### config.mk
export PLATFORM = sky130hd
export DESIGN_NAME = fca_queue
export DESIGN_NICKNAME = d
export VERILOG_FILES = /design/src/rtl/fca_queue.sv
export SDC_FILE = /design/constraint.sdc
export NUM_CORES = 1
export LEC_CHECK = 0
export BUFFER_PORTS_ARGS = -buffer_cell sky130_fd_sc_hd__buf_2
export CAP_MARGIN = 20
export CORE_MARGIN = 2
export CORE_UTILIZATION = 44
export DETAILED_ROUTE_END_ITERATION = 16
export GPL_TIMING_DRIVEN = 0
export PLACE_DENSITY = 0.69
export SYNTH_ARGS = -nofsm -noshare
export SYNTH_HDL_FRONTEND = slang
export SYNTH_SLANG_ARGS = --single-unit
### constraint.sdc
create_clock -name clk -period 1.9 [get_ports clk]
set_input_delay 0.38 -clock clk [delete_from_list [all_inputs] [get_ports clk]]
set_output_delay 0.38 -clock clk [all_outputs]
set_load 0.05 [all_outputs]
### src/rtl/fca_queue.sv
// ----------------------------------------------------------------------------
// fca_queue
// Small first-in first-out queue of register entries; the head entry is
// presented combinationally.
// ----------------------------------------------------------------------------
module fca_queue #(
	parameter int WIDTH = 8,
	parameter int DEPTH = 2
) (
	input  logic             clk,
	input  logic             arst_n,
	input  logic             wr_en,
	input  logic [WIDTH-1:0] wr_data,
	input  logic             rd_en,
	output logic [WIDTH-1:0] rd_data,
	output logic             full,
	output logic             empty
);

	localparam int PW = (DEPTH > 1) ? $clog2(DEPTH) : 1;
	localparam int CW = $clog2(DEPTH + 1);
	localparam logic [PW-1:0] LAST = PW'(DEPTH - 1);
	localparam logic [CW-1:0] FULL_COUNT = CW'(DEPTH);

	logic [WIDTH-1:0] entry_q [DEPTH];
	logic [PW-1:0]    wr_ptr_q;
	logic [PW-1:0]    rd_ptr_q;
	logic [CW-1:0]    count_q;
	logic             do_wr;
	logic             do_rd;

	assign full    = (count_q == FULL_COUNT);
	assign empty   = (count_q == '0);
	assign do_wr   = wr_en && !full;
	assign do_rd   = rd_en && !empty;
	assign rd_data = entry_q[rd_ptr_q];

	always_ff @(posedge clk or negedge arst_n) begin
		if (!arst_n) begin
			wr_ptr_q <= '0;
			rd_ptr_q <= '0;
			count_q  <= '0;
		end else begin
			if (do_wr) begin
				wr_ptr_q <= (wr_ptr_q == LAST) ? '0 : wr_ptr_q + PW'(1);
			end
			if (do_rd) begin
				rd_ptr_q <= (rd_ptr_q == LAST) ? '0 : rd_ptr_q + PW'(1);
			end
			if (do_wr && !do_rd) begin
				count_q <= count_q + CW'(1);
			end else if (do_rd && !do_wr) begin
				count_q <= count_q - CW'(1);
			end
		end
	end

	always_ff @(posedge clk) begin
		if (do_wr) begin
			entry_q[wr_ptr_q] <= wr_data;
		end
	end

endmodule

==> results.txt <==
----------------------------------------------------
[Setup path]
  Crit end category ... output pin
  Largest fanout on the critical path ... 9
  Arrival time at the worst endpoint ... 1.42 ns
  R2r startpoint ... count_q[0]
  Data required time of the critical path ... 1.52 ns
  Classification of the worst setup path ... reg -> out
  Type of origin of the critical path ... flop
  Worst setup startpoint ... rd_ptr_q
  Setup slack of the most critical reg-to-reg path ... around 0.27 ns

[Synth]
  Total of flip-flops plus latches after synthesis ... 20
  Synthesized instance count ... 44
  Synthesized cell area ... 782 um^2
  Number of enable flip-flop cells after synthesis ... 16
  Dominant combinational cell family by area after synthesis ... multiplexers
  Synth area leader ... sky130_fd_sc_hd__edfxtp_1
  Synthesized area divided by synthesized cell count ... around 18 um^2
  Area share of the largest cell type after synthesis ... 61.4%
  Share of the yosys chip area belonging to registers ... about three quarters
  Compound-cell area share of the yosys netlist ... 0.640%
  Fraction of synthesized area in multiplexers ... 11.5%
  Cell types with the highest counts after synthesis ... sky130_fd_sc_hd__edfxtp_1 (16), sky130_fd_sc_hd__mux2_1 (6), sky130_fd_sc_hd__dfrtp_1 (4), sky130_fd_sc_hd__nor2_1 (3)
  Number of distinct library cells after synthesis ... 15
  Main flop type after synthesis ... sky130_fd_sc_hd__edfxtp_1
  Net Count, Synth ... 57
  Xor-xnor portion of the synthesized cell area ... roughly 6.6%
  Simple-gate share of the synthesized area ... slightly below 4%
  Number of synthesis warnings ... 0
  Synth area leaders ... sky130_fd_sc_hd__edfxtp_1 (61%), sky130_fd_sc_hd__dfrtp_1 (13%), sky130_fd_sc_hd__mux2_1 (8.6%)
  Share of synthesized cell area in full adder, half adder and majority cells ... 1.60%
  Share of flip-flops with an asynchronous set or reset ... 20.0%
  Most repeated cell in the gate-level netlist after synthesis ... sky130_fd_sc_hd__edfxtp_1

[Global route]
  Total GRT Usage ... 12.6%
  Aggregate global routing overflow ... 0
  Wire length of the first global-routing pass ... approximately 1700 um
  Via count of the first global-routing pass ... between 400 and 500
  Maximum number of pins on one net before global-route repair ... 12
  Antenna violations before repair ... 0

[STA]
  Crit path time final ... approximately 1.8 ns
  Worst hold-check slack ... about 0.28 ns
  Post-route worst setup slack ... 0.0972 ns
  Final period util ... 94.9%
  Setup_tns ... 0 ns
  Maximum clock rate ... 555 MHz
  Transition time of the tightest slew-check pin ... just under 0.7 ns
  Clock Skew ... 0.00439 ns
  Number of hold-slack violations in the final timing report ... 0
  RSZ-0062 raised after global routing ... false
  Count of pins over their slew limit ... 0
  Worst relative slew slack ... a little over half
  Final setup violation count ... 0

[Worst hold path]
  HP Start ... wr_data[4]
  Hold Path Class ... in -> reg

[Power and ir drop]
  Leak pwr ... 0.398 nW
  Maximum resistive drop on vdd ... 0.848 mV
  Power density relative to cell area ... 1740 nW/um^2

[Clock tree]
  Count of H-tree levels built during CTS ... 1
  Clock Path Buffers ... 2
  Register clock-pin slew on the reported worst setup and hold paths ... 0.10 ns
  Clock root buffer ... sky130_fd_sc_hd__clkbuf_4
  TritonCTS clock tree ... yes
  Clk sinks ... 20
  Cts bufs inserted ... 3
  Skew-Pair Late Insertion Delay ... ~0.29 ns
  PostCTS Resize Cnt ... 0

[Floorplanning]
  Num ports ... 22
  Die Y ... 46.2 um
  Area of the die ... 2130 um^2
  Core area ... 1690 um^2
  Row Count ... 15
  Floorplan die width ... 46.2 um
  Starting Density ... 46.3%

[Routing]
  Via count normalized by instance count ... 4.99
  Number of remaining DRC errors ... 0
  Violation count after the first detailed-routing iteration ... 2
  Vias after detailed routing ... 434
  Mean routed wirelength per cell ... 12.5 um
  Number of iterations in the first detailed-routing pass ... 3
  Final ANT Viol Nets ... 0
  Wire length reported by the detailed router ... about 1100 um

[Place]
  Worst setup slack before clock tree synthesis ... 0.214 ns
  Port bufs ... 21
  Placed instance area ... 908 um^2
  Half-perimeter wire length of the detailed placement result ... 802 um
  Weighted congestion at the end of routability-driven global placement ... 0.651

[Cells and area]
  Antenna diode instance count ... 0
  Fraction of final layout cells sized beyond drive strength 1 ... 41.4%
  Count of filler cells inserted in the layout ... 149
  Area overhead of the layout relative to synthesis ... 20.8%
  Final nets ... 84
  Final Instance Area ... 945 um^2
  Area of combinational cells with multiple inputs ... 189 um^2
  Area taken by flip-flops and latches ... between 500 and 600 um^2

[Job]
  Max cap viols ... 0

[Run status]
  Result of the run ... complete, no violations

----------------------------------------------------
sequential cells by signal (all words and copies together) (netlist names):
register / flops
wr_ptr_q: 1
entry_q: 16
rd_ptr_q: 1
count_q: 2
through the flow:
stage,power (W),cells,utilization (%)
4_1_cts,0.00167,87,55.9
3_5_place_dp,0.00148,82,53.8
5_1_grt,0.00175,87,55.9
6_report,0.00165,87,55.9
3_3_place_gp,0.00146,82,53.8
2_1_floorplan,0.00132,44,-
kinds of logic after synthesis:
logic type,Yosys count
xor gates and xnor gates,5
adders and majority gates,1
and+or+nand+nor,6
DFF,20
buffers and inverters,3
muxes,8
AOI/OAI and AO/OA,1
path summary, 6_finish.rpt:
check                                end  cells after the start
max reg2reg                entry_q[0][1]                      3
min in group asynchronous     count_q[1]                      2
min reg2reg                     wr_ptr_q                      1
min                        entry_q[1][4]                      1
max                           rd_data[7]                      3
max in group asynchronous       rd_ptr_q                      2
cell usage in the layout, fill, tap and decap left out, drive strengths merged:
master / Yosys / final
and3: 1 / 1
buf: 1 / 22
clkbuf: 0 / 3
clkinv: 0 / 1
dfrtp: 4 / 4
dlygate4sd3: 0 / 1
edfxtp: 16 / 16
ha: 1 / 1
inv: 2 / 2
mux2: 8 / 8
nand2: 1 / 1
nand2b: 1 / 1
nor2: 3 / 3
o21ai: 1 / 1
xnor2: 3 / 3
xor2: 2 / 2
where the power goes:
part           internal, W  switching, W
sequential        0.000613     0.0000575
combinational     0.000235      0.000552
clock            0.0000762      0.000112
total             0.000925      0.000722
cell type report:
class / instances / share of cell area (%)
buffer: 1 / 0.530
clock buffer: 3 / 2.38
clock inverter: 1 / 0.397
inverter: 2 / 0.795
multi-input combinational: 21 / 20.0
sequential: 20 / 61.5
tap: 17 / 2.25
timing repair buffer: 22 / 12.2
routing by layer:
metal	routed length (um)	GRT usage, %
met1	435	12.6
met5	0	0
met4	12	8.57
met3	89	6.27
met2	552	20.3
repair_timing:
action,in CTS,in global routing
hold buffers,1,0
endpoints found under the hold margin,4,0
buffers inserted,0,0
critical path: stages (launching register included):
cell	delay, ns
sky130_fd_sc_hd__dfrtp_1	0.33
sky130_fd_sc_hd__buf_2	0.24
sky130_fd_sc_hd__mux2_2	0.37
sky130_fd_sc_hd__buf_2	0.21
Note: power is estimated with default switching activity, not from simulation.
