==> src/rtl/fca_pkg.sv <==
// ----------------------------------------------------------------------------
// fca_pkg
// Types and constants shared by the chain allocator front end, table
// engine and top level.
// ----------------------------------------------------------------------------
package fca_pkg;

	localparam logic [15:0] END_MARK = 16'hFFFF;
	localparam logic [13:0] ACTIVE_RESET = 14'd8192;
	localparam logic REG_ACTIVE_ENTRIES = 1'b0;
	localparam int CMD_DEPTH = 2;
	localparam int RES_DEPTH = 2;

	typedef enum logic [2:0] {
		OP_WRITE  = 3'd0,
		OP_READ   = 3'd1,
		OP_SEEK   = 3'd2,
		OP_APPEND = 3'd3,
		OP_FREE   = 3'd4,
		OP_COUNT  = 3'd5
	} op_t;

	typedef enum logic [2:0] {
		K_NOP,
		K_WRITE,
		K_READ,
		K_SEEK,
		K_APPEND,
		K_FREE,
		K_COUNT
	} kind_t;

	typedef enum logic [1:0] {
		ST_OK    = 2'd0,
		ST_FULL  = 2'd1,
		ST_RANGE = 2'd2,
		ST_EARLY = 2'd3
	} status_t;

	typedef struct packed {
		kind_t       kind;
		logic [15:0] blk;
		logic [15:0] hops;
		logic [15:0] val;
		logic        blk_ok;
		logic        blk_end;
	} cmd_t;

	typedef struct packed {
		status_t     status;
		logic [15:0] block_result;
		logic [15:0] new_head;
		logic [13:0] free_entries;
	} res_t;

endpackage

==> src/rtl/fca_front.sv <==
// ----------------------------------------------------------------------------
// fca_front
// Input side: accepts items, decodes the opcode and classifies the block
// index before the command enters the queue.
// ----------------------------------------------------------------------------
module fca_front import fca_pkg::*; #(
	parameter int TABLE_ENTRIES = 8192
) (
	input  logic        push,
	input  logic [2:0]  opcode,
	input  logic [15:0] block_index,
	input  logic [15:0] hop_count,
	input  logic [15:0] entry_value,
	input  logic        q_full,
	output logic        full,
	output logic        q_push,
	output cmd_t        cmd
);

	localparam logic [16:0] TE17 = 17'(TABLE_ENTRIES);

	kind_t kind;

	always_comb begin
		case (op_t'(opcode))
			OP_WRITE:  kind = K_WRITE;
			OP_READ:   kind = K_READ;
			OP_SEEK:   kind = K_SEEK;
			OP_APPEND: kind = K_APPEND;
			OP_FREE:   kind = K_FREE;
			OP_COUNT:  kind = K_COUNT;
			default:   kind = K_NOP;
		endcase
	end

	assign full        = q_full;
	assign q_push      = push && !q_full;
	assign cmd.kind    = kind;
	assign cmd.blk     = block_index;
	assign cmd.hops    = hop_count;
	assign cmd.val     = entry_value;
	assign cmd.blk_ok  = ({1'b0, block_index} < TE17);
	assign cmd.blk_end = (block_index == END_MARK);

endmodule

==> config.mk <==
export PLATFORM = sky130hd
export DESIGN_NAME = fca_front
export DESIGN_NICKNAME = d
export VERILOG_FILES = /design/src/rtl/fca_pkg.sv /design/src/rtl/fca_front.sv
export SDC_FILE = /design/constraint.sdc
export NUM_CORES = 1
export LEC_CHECK = 0
export ABC_AREA = 1
export CAP_MARGIN = 5
export CORE_AREA = 2 2 42 44
export DETAILED_ROUTE_END_ITERATION = 10
export DIE_AREA = 0 0 44 46
export DONT_BUFFER_PORTS = 1
export PLACE_DENSITY = 0.49
export SLEW_MARGIN = 20
export SYNTH_ARGS = -nofsm -noshare
export SYNTH_HDL_FRONTEND = slang
export SYNTH_SLANG_ARGS = --single-unit
==> constraint.sdc <==
create_clock -name vclk -period 0.8
set_input_delay 0.04 -clock vclk [all_inputs]
set_output_delay 0.04 -clock vclk [all_outputs]
set_load 0.03 [all_outputs]
==> flow_metrics.tcl, run 1 <==
set metrics [dict create \
    final_common_cell "nand2_1" \
    ios 108 \
    wl_per_cell_um 13.38 \
    synth_cells 75 \
    hold_violations 0 \
    fmaxAchievable_mhz 1634 \
    relSlewSlack_pct 76.94 \
    worst_ep_arrival_time_ns 0.57 \
    drtPass1Iterations 3 \
    syn_to_final_growth_pct -66.93 \
    clockBufferCount 0 \
    holdCritPathClass "input pin to primary output" \
    routed_wl_um 629 \
    grt_max_degree 5 \
    yosysSeqAreaShare_pct 0 \
    initial_utilization_pct 29.30 \
    grt_use_total_pct 4.992 \
    cap_violations 0 \
    status "finished, final reports clean" \
    io_buffers 0 \
    power_mw 0.08279 \
    final_nets 85 \
    grt_pass1_wl_um 752 \
    fp.dieArea_um2 2024 \
    min_period_over_period_pct 76.52 \
    cp_max_fo 2 \
    drtAntennaViolNets 0 \
    power_density_nw_per_um2 529.3 \
    num_rows 15 \
    synth.cell_area_um2 473.0 \
    stdcell_count 47 \
    power.leakage_nw 0.07629 \
    path_class "input pin to primary output" \
    gp_congestion 0.5988 \
    dieHeight_um 46 \
    cts_setup_buffers 0 \
    vias 220 \
    ctsResizeCount 0 \
    fin_util_pct 9.690 \
    viasPerCell 4.681 \
    end_kind "primary output" \
    drive_gt1_share_pct 16.67 \
    core_area_um2 1614 \
    first_global_vias 201 \
    finalSetupViolCount 0 \
    seq_cells 0 \
    peakVddDrop_v 0.0001673 \
    ff_latch_area_um2 0 \
    multi_input_area_um2 93.84 \
    fin_crit_ns 0.6121 \
    cts-hold-fix-buffers 0 \
    syn_avg_cell_area_um2 6.306 \
    dp.cells 47 \
    gr-total-overflow 0 \
    final_cell_mix "nand2_1, nor2_1, buf_4, inv_1" \
    required_ns 0.76 \
    drv_slew 0 \
    synthDistinctLibCells 9 \
    rsz0062_at_grt "false" \
    synth_nets 128 \
    fillers 192 \
    tns_ns 0 \
    yosys_warnings 0 \
    antenna_found_initial 0 \
    drc 0 \
    worstMarginPinSlew_ns 0.3455 \
    die_w_um 44 \
    start_kind "input pin" \
    n_antenna_cell 0 \
    drt_iter0_markers 3 \
]
logic make-up (layout without fill, tap and decap cells):
logic type / count (synthesis) / count (layout) / synth area share [%]
buffers and inverters: 52 / 7 / 80.16
and+or+nand+nor: 20 / 20 / 16.67
AOI/OAI and AO/OA: 3 / 3 / 3.172
synthesized netlist by cell type:
master / count / area (um2)
nor3_1: 1 / 5.000
nor2_2: 1 / 6.260
o21ai_1: 1 / 5.000
o21ai_0: 1 / 5.000
nand2_1: 12 / 45.04
buf_4: 49 / 367.9
nor2_1: 6 / 22.52
inv_1: 3 / 11.26
a21oi_1: 1 / 5.000
report_power, final:
group / total (mW) / internal [mW] / switching (mW)
Clock: 0 / 0 / 0
Combinational: 0.0828 / 0.0289 / 0.0539
Sequential: 0 / 0 / 0
Total: 0.0828 / 0.0289 / 0.0539
through the flow:
stage	hold WS, ns	worst slack [ns]	instance area, um2
4_1_cts	0.08020	0.1556	156.4
5_1_grt	0.08003	0.1252	156.4
2_1_floorplan	0.1896	0.02401	473.0
3_5_place_dp	0.08020	0.1577	156.4
6_report	0.08001	0.1879	156.4
3_3_place_gp	0.08020	0.1584	156.4
worst paths after layout:
kind,startpoint,to,slack [ns],cells past startpoint
setup / recovery,block_index[1],cmd[0],0.19,4
hold / removal,hop_count[4],cmd[22],0.08,0
metal layers:
metal	global-route usage, %	vias up	wire, um
met2	7.059	43	264
li1	-	87	-
met3	3.968	8	173
met1	3.721	82	163
met4	6.667	0	28
met5	0	-	0
worst max-delay path, stage by stage:
cell	delay (ns)
nand2_1	0.04
nor2_1	0.11
nand2_1	0.08
nor2_2	0.31
cell type report:
class                           count  area share [%]
Multi-Input combinational cell     23           60.00
Inverter                            3           7.200
Tap cell                           17           13.60
Timing Repair Buffer                4           19.20
(Power assumes the default switching activity.)
==> inputs of run 2 (changes only) <==
- ABC_AREA: 1 -> 0
- PLACE_DENSITY: 0.49 -> 0.47
==> flow_metrics.tcl, run 2 <==
set metrics [dict create \
    status "finished, final reports clean" \
    worstMarginPinSlew_ns 0.1850 \
    drc 0 \
    yosysTopAreaCellShare_pct 81.67 \
    viasPerCell 5.382 \
    yosysSeqAreaShare_pct 0 \
    seq_cells 0 \
    final_nets 72 \
    fin_ws_ns 0.1092 \
    first_global_vias 202 \
    final_common_cell "buf_4" \
    vias 183 \
    drv_slew 0 \
    whs_path_depth 0 \
    fp.dieArea_um2 2024 \
    ios 108 \
    cts-hold-fix-buffers 0 \
    hp-start "hop_count[11]" \
    core_area_um2 1614 \
    num_rows 15 \
    ff_latch_area_um2 0 \
    crit_start "block_index[15]" \
    end_kind "primary output" \
    die_w_um 44 \
    cp_max_fo 3 \
    syn_avg_cell_area_um2 7.384 \
    ys_top_cells_by_area "buf_4, nand4_1, nor4_2" \
    synth_cells 61 \
    cap_violations 0 \
    gr-total-overflow 0 \
    drive_gt1_share_pct 41.18 \
    rsz0062_at_grt "false" \
    synth_common_cells "buf_4, nand4_1" \
    cp_slowest_cell "nor4_4" \
    relSlewSlack_pct 87.57 \
    cts_setup_buffers 0 \
    start_kind "input pin" \
    holdCritPathClass "input pin to primary output" \
    tns_ns 0 \
    initial_utilization_pct 27.91 \
    power.leakage_nw 0.06038 \
    hold_violations 0 \
    synthDistinctLibCells 10 \
    grt_use_total_pct 4.910 \
    fin_crit_ns 0.6908 \
    synth.cell_area_um2 450.4 \
    synth_most_common_cell "buf_4" \
    drt_iter0_markers 2 \
    power_density_nw_per_um2 488.8 \
    io_buffers 0 \
    min_period_over_period_pct 86.35 \
    routed_wl_um 611 \
    antenna_found_initial 0 \
    yosys_warnings 0 \
    slowest_delay_ns 0.29 \
    required_ns 0.76 \
    drtPass1Iterations 2 \
    final_cell_mix "buf_4, nand4_1" \
    finalSetupViolCount 0 \
    syn_to_final_growth_pct -66.67 \
    grt_max_degree 5 \
    clockBufferCount 0 \
    wl_per_cell_um 17.97 \
    path_class "input pin to primary output" \
    worst_ep_arrival_time_ns 0.65 \
    ctsResizeCount 0 \
    yosys.area.top_type "buf_4" \
    gp_congestion 0.5670 \
    synth_nets 114 \
    worstHoldEndpoint "cmd[29]" \
    crit_chain "nand4_1 -> nor4_4 -> buf_4" \
    fmaxAchievable_mhz 1448 \
    dieHeight_um 46 \
    peakVddDrop_v 0.0001175 \
    pre_cts_ws_ns 0.1010 \
    drtAntennaViolNets 0 \
    n_antenna_cell 0 \
    grt_pass1_wl_um 765 \
]
## run 2: cell count changes after synthesis
| cell | before | now |
|---|---|---|
| inv_1 | 3 | 0 |
| mux2_2 | 0 | 1 |
| mux2i_1 | 0 | 1 |
| nand2_1 | 12 | 1 |
| nand4_1 | 0 | 4 |
| nor2_1 | 6 | 1 |
| nor2_2 | 1 | 0 |
| nor2b_1 | 0 | 1 |
| nor4_2 | 0 | 1 |
| o21ai_0 | 1 | 0 |
| o21ai_1 | 1 | 0 |
## run 2: worst max-delay path by stage
stage	endpoint	slack, ns	cells after the start
6_report	cmd[0]	0.11	3
4_1_cts	cmd[0]	0.10	3
5_1_grt	cmd[0]	0.06	3
2_1_floorplan	cmd[1]	0.02	1
3_3_place_gp	cmd[0]	0.10	3
3_5_place_dp	cmd[0]	0.10	3
## run 2: logic make-up (layout without fill, tap and decap cells)
group	count (synthesis)	after routing	synth area share (%)
compound gates	1	1	1.110
buf+inv	49	5	81.67
mux	2	2	4.722
simple gates	9	9	12.50
## run 2: final cells by class
class	count	area [um2]
Timing Repair Buffer	5	37.54
Multi-Input combinational cell	12	91.34
Tap cell	17	21.27
Fill cell	187	1464
## run 2: critical path: cells and delay by family
family / cells / cell delay (ns)
buffers and inverters: 1 / 0.19
AND/OR/NAND/NOR: 2 / 0.42
## run 2: report_power, final
part           switching, mW  internal [mW]
logic                 0.0459         0.0275
registers                  0              0
clock network              0              0
total                 0.0459         0.0275
## run 2: per-layer routing
metal,routed length [um],up-vias,GRT usage [%]
met5,0,-,0
li1,-,60,-
met1,135,79,3.488
met3,189,9,5.556
met4,28,0,6.667
met2,258,35,5.882
## run 2: metrics by stage
stage | cell area (um2) | hold WS (ns) | utilization (%) | power (mW) | instances
after floorplan | 459.2 | 0.1896 | - | 0.5127 | 61
after global placement | 150.1 | 0.08020 | 9.302 | 0.07335 | 34
after detailed placement | 150.1 | 0.08020 | 9.302 | 0.07392 | 34
after CTS | 150.1 | 0.08020 | 9.302 | 0.07412 | 34
after global routing | 150.1 | 0.08004 | 9.302 | 0.07754 | 34
final | 150.1 | 0.08001 | 9.302 | 0.07340 | 34
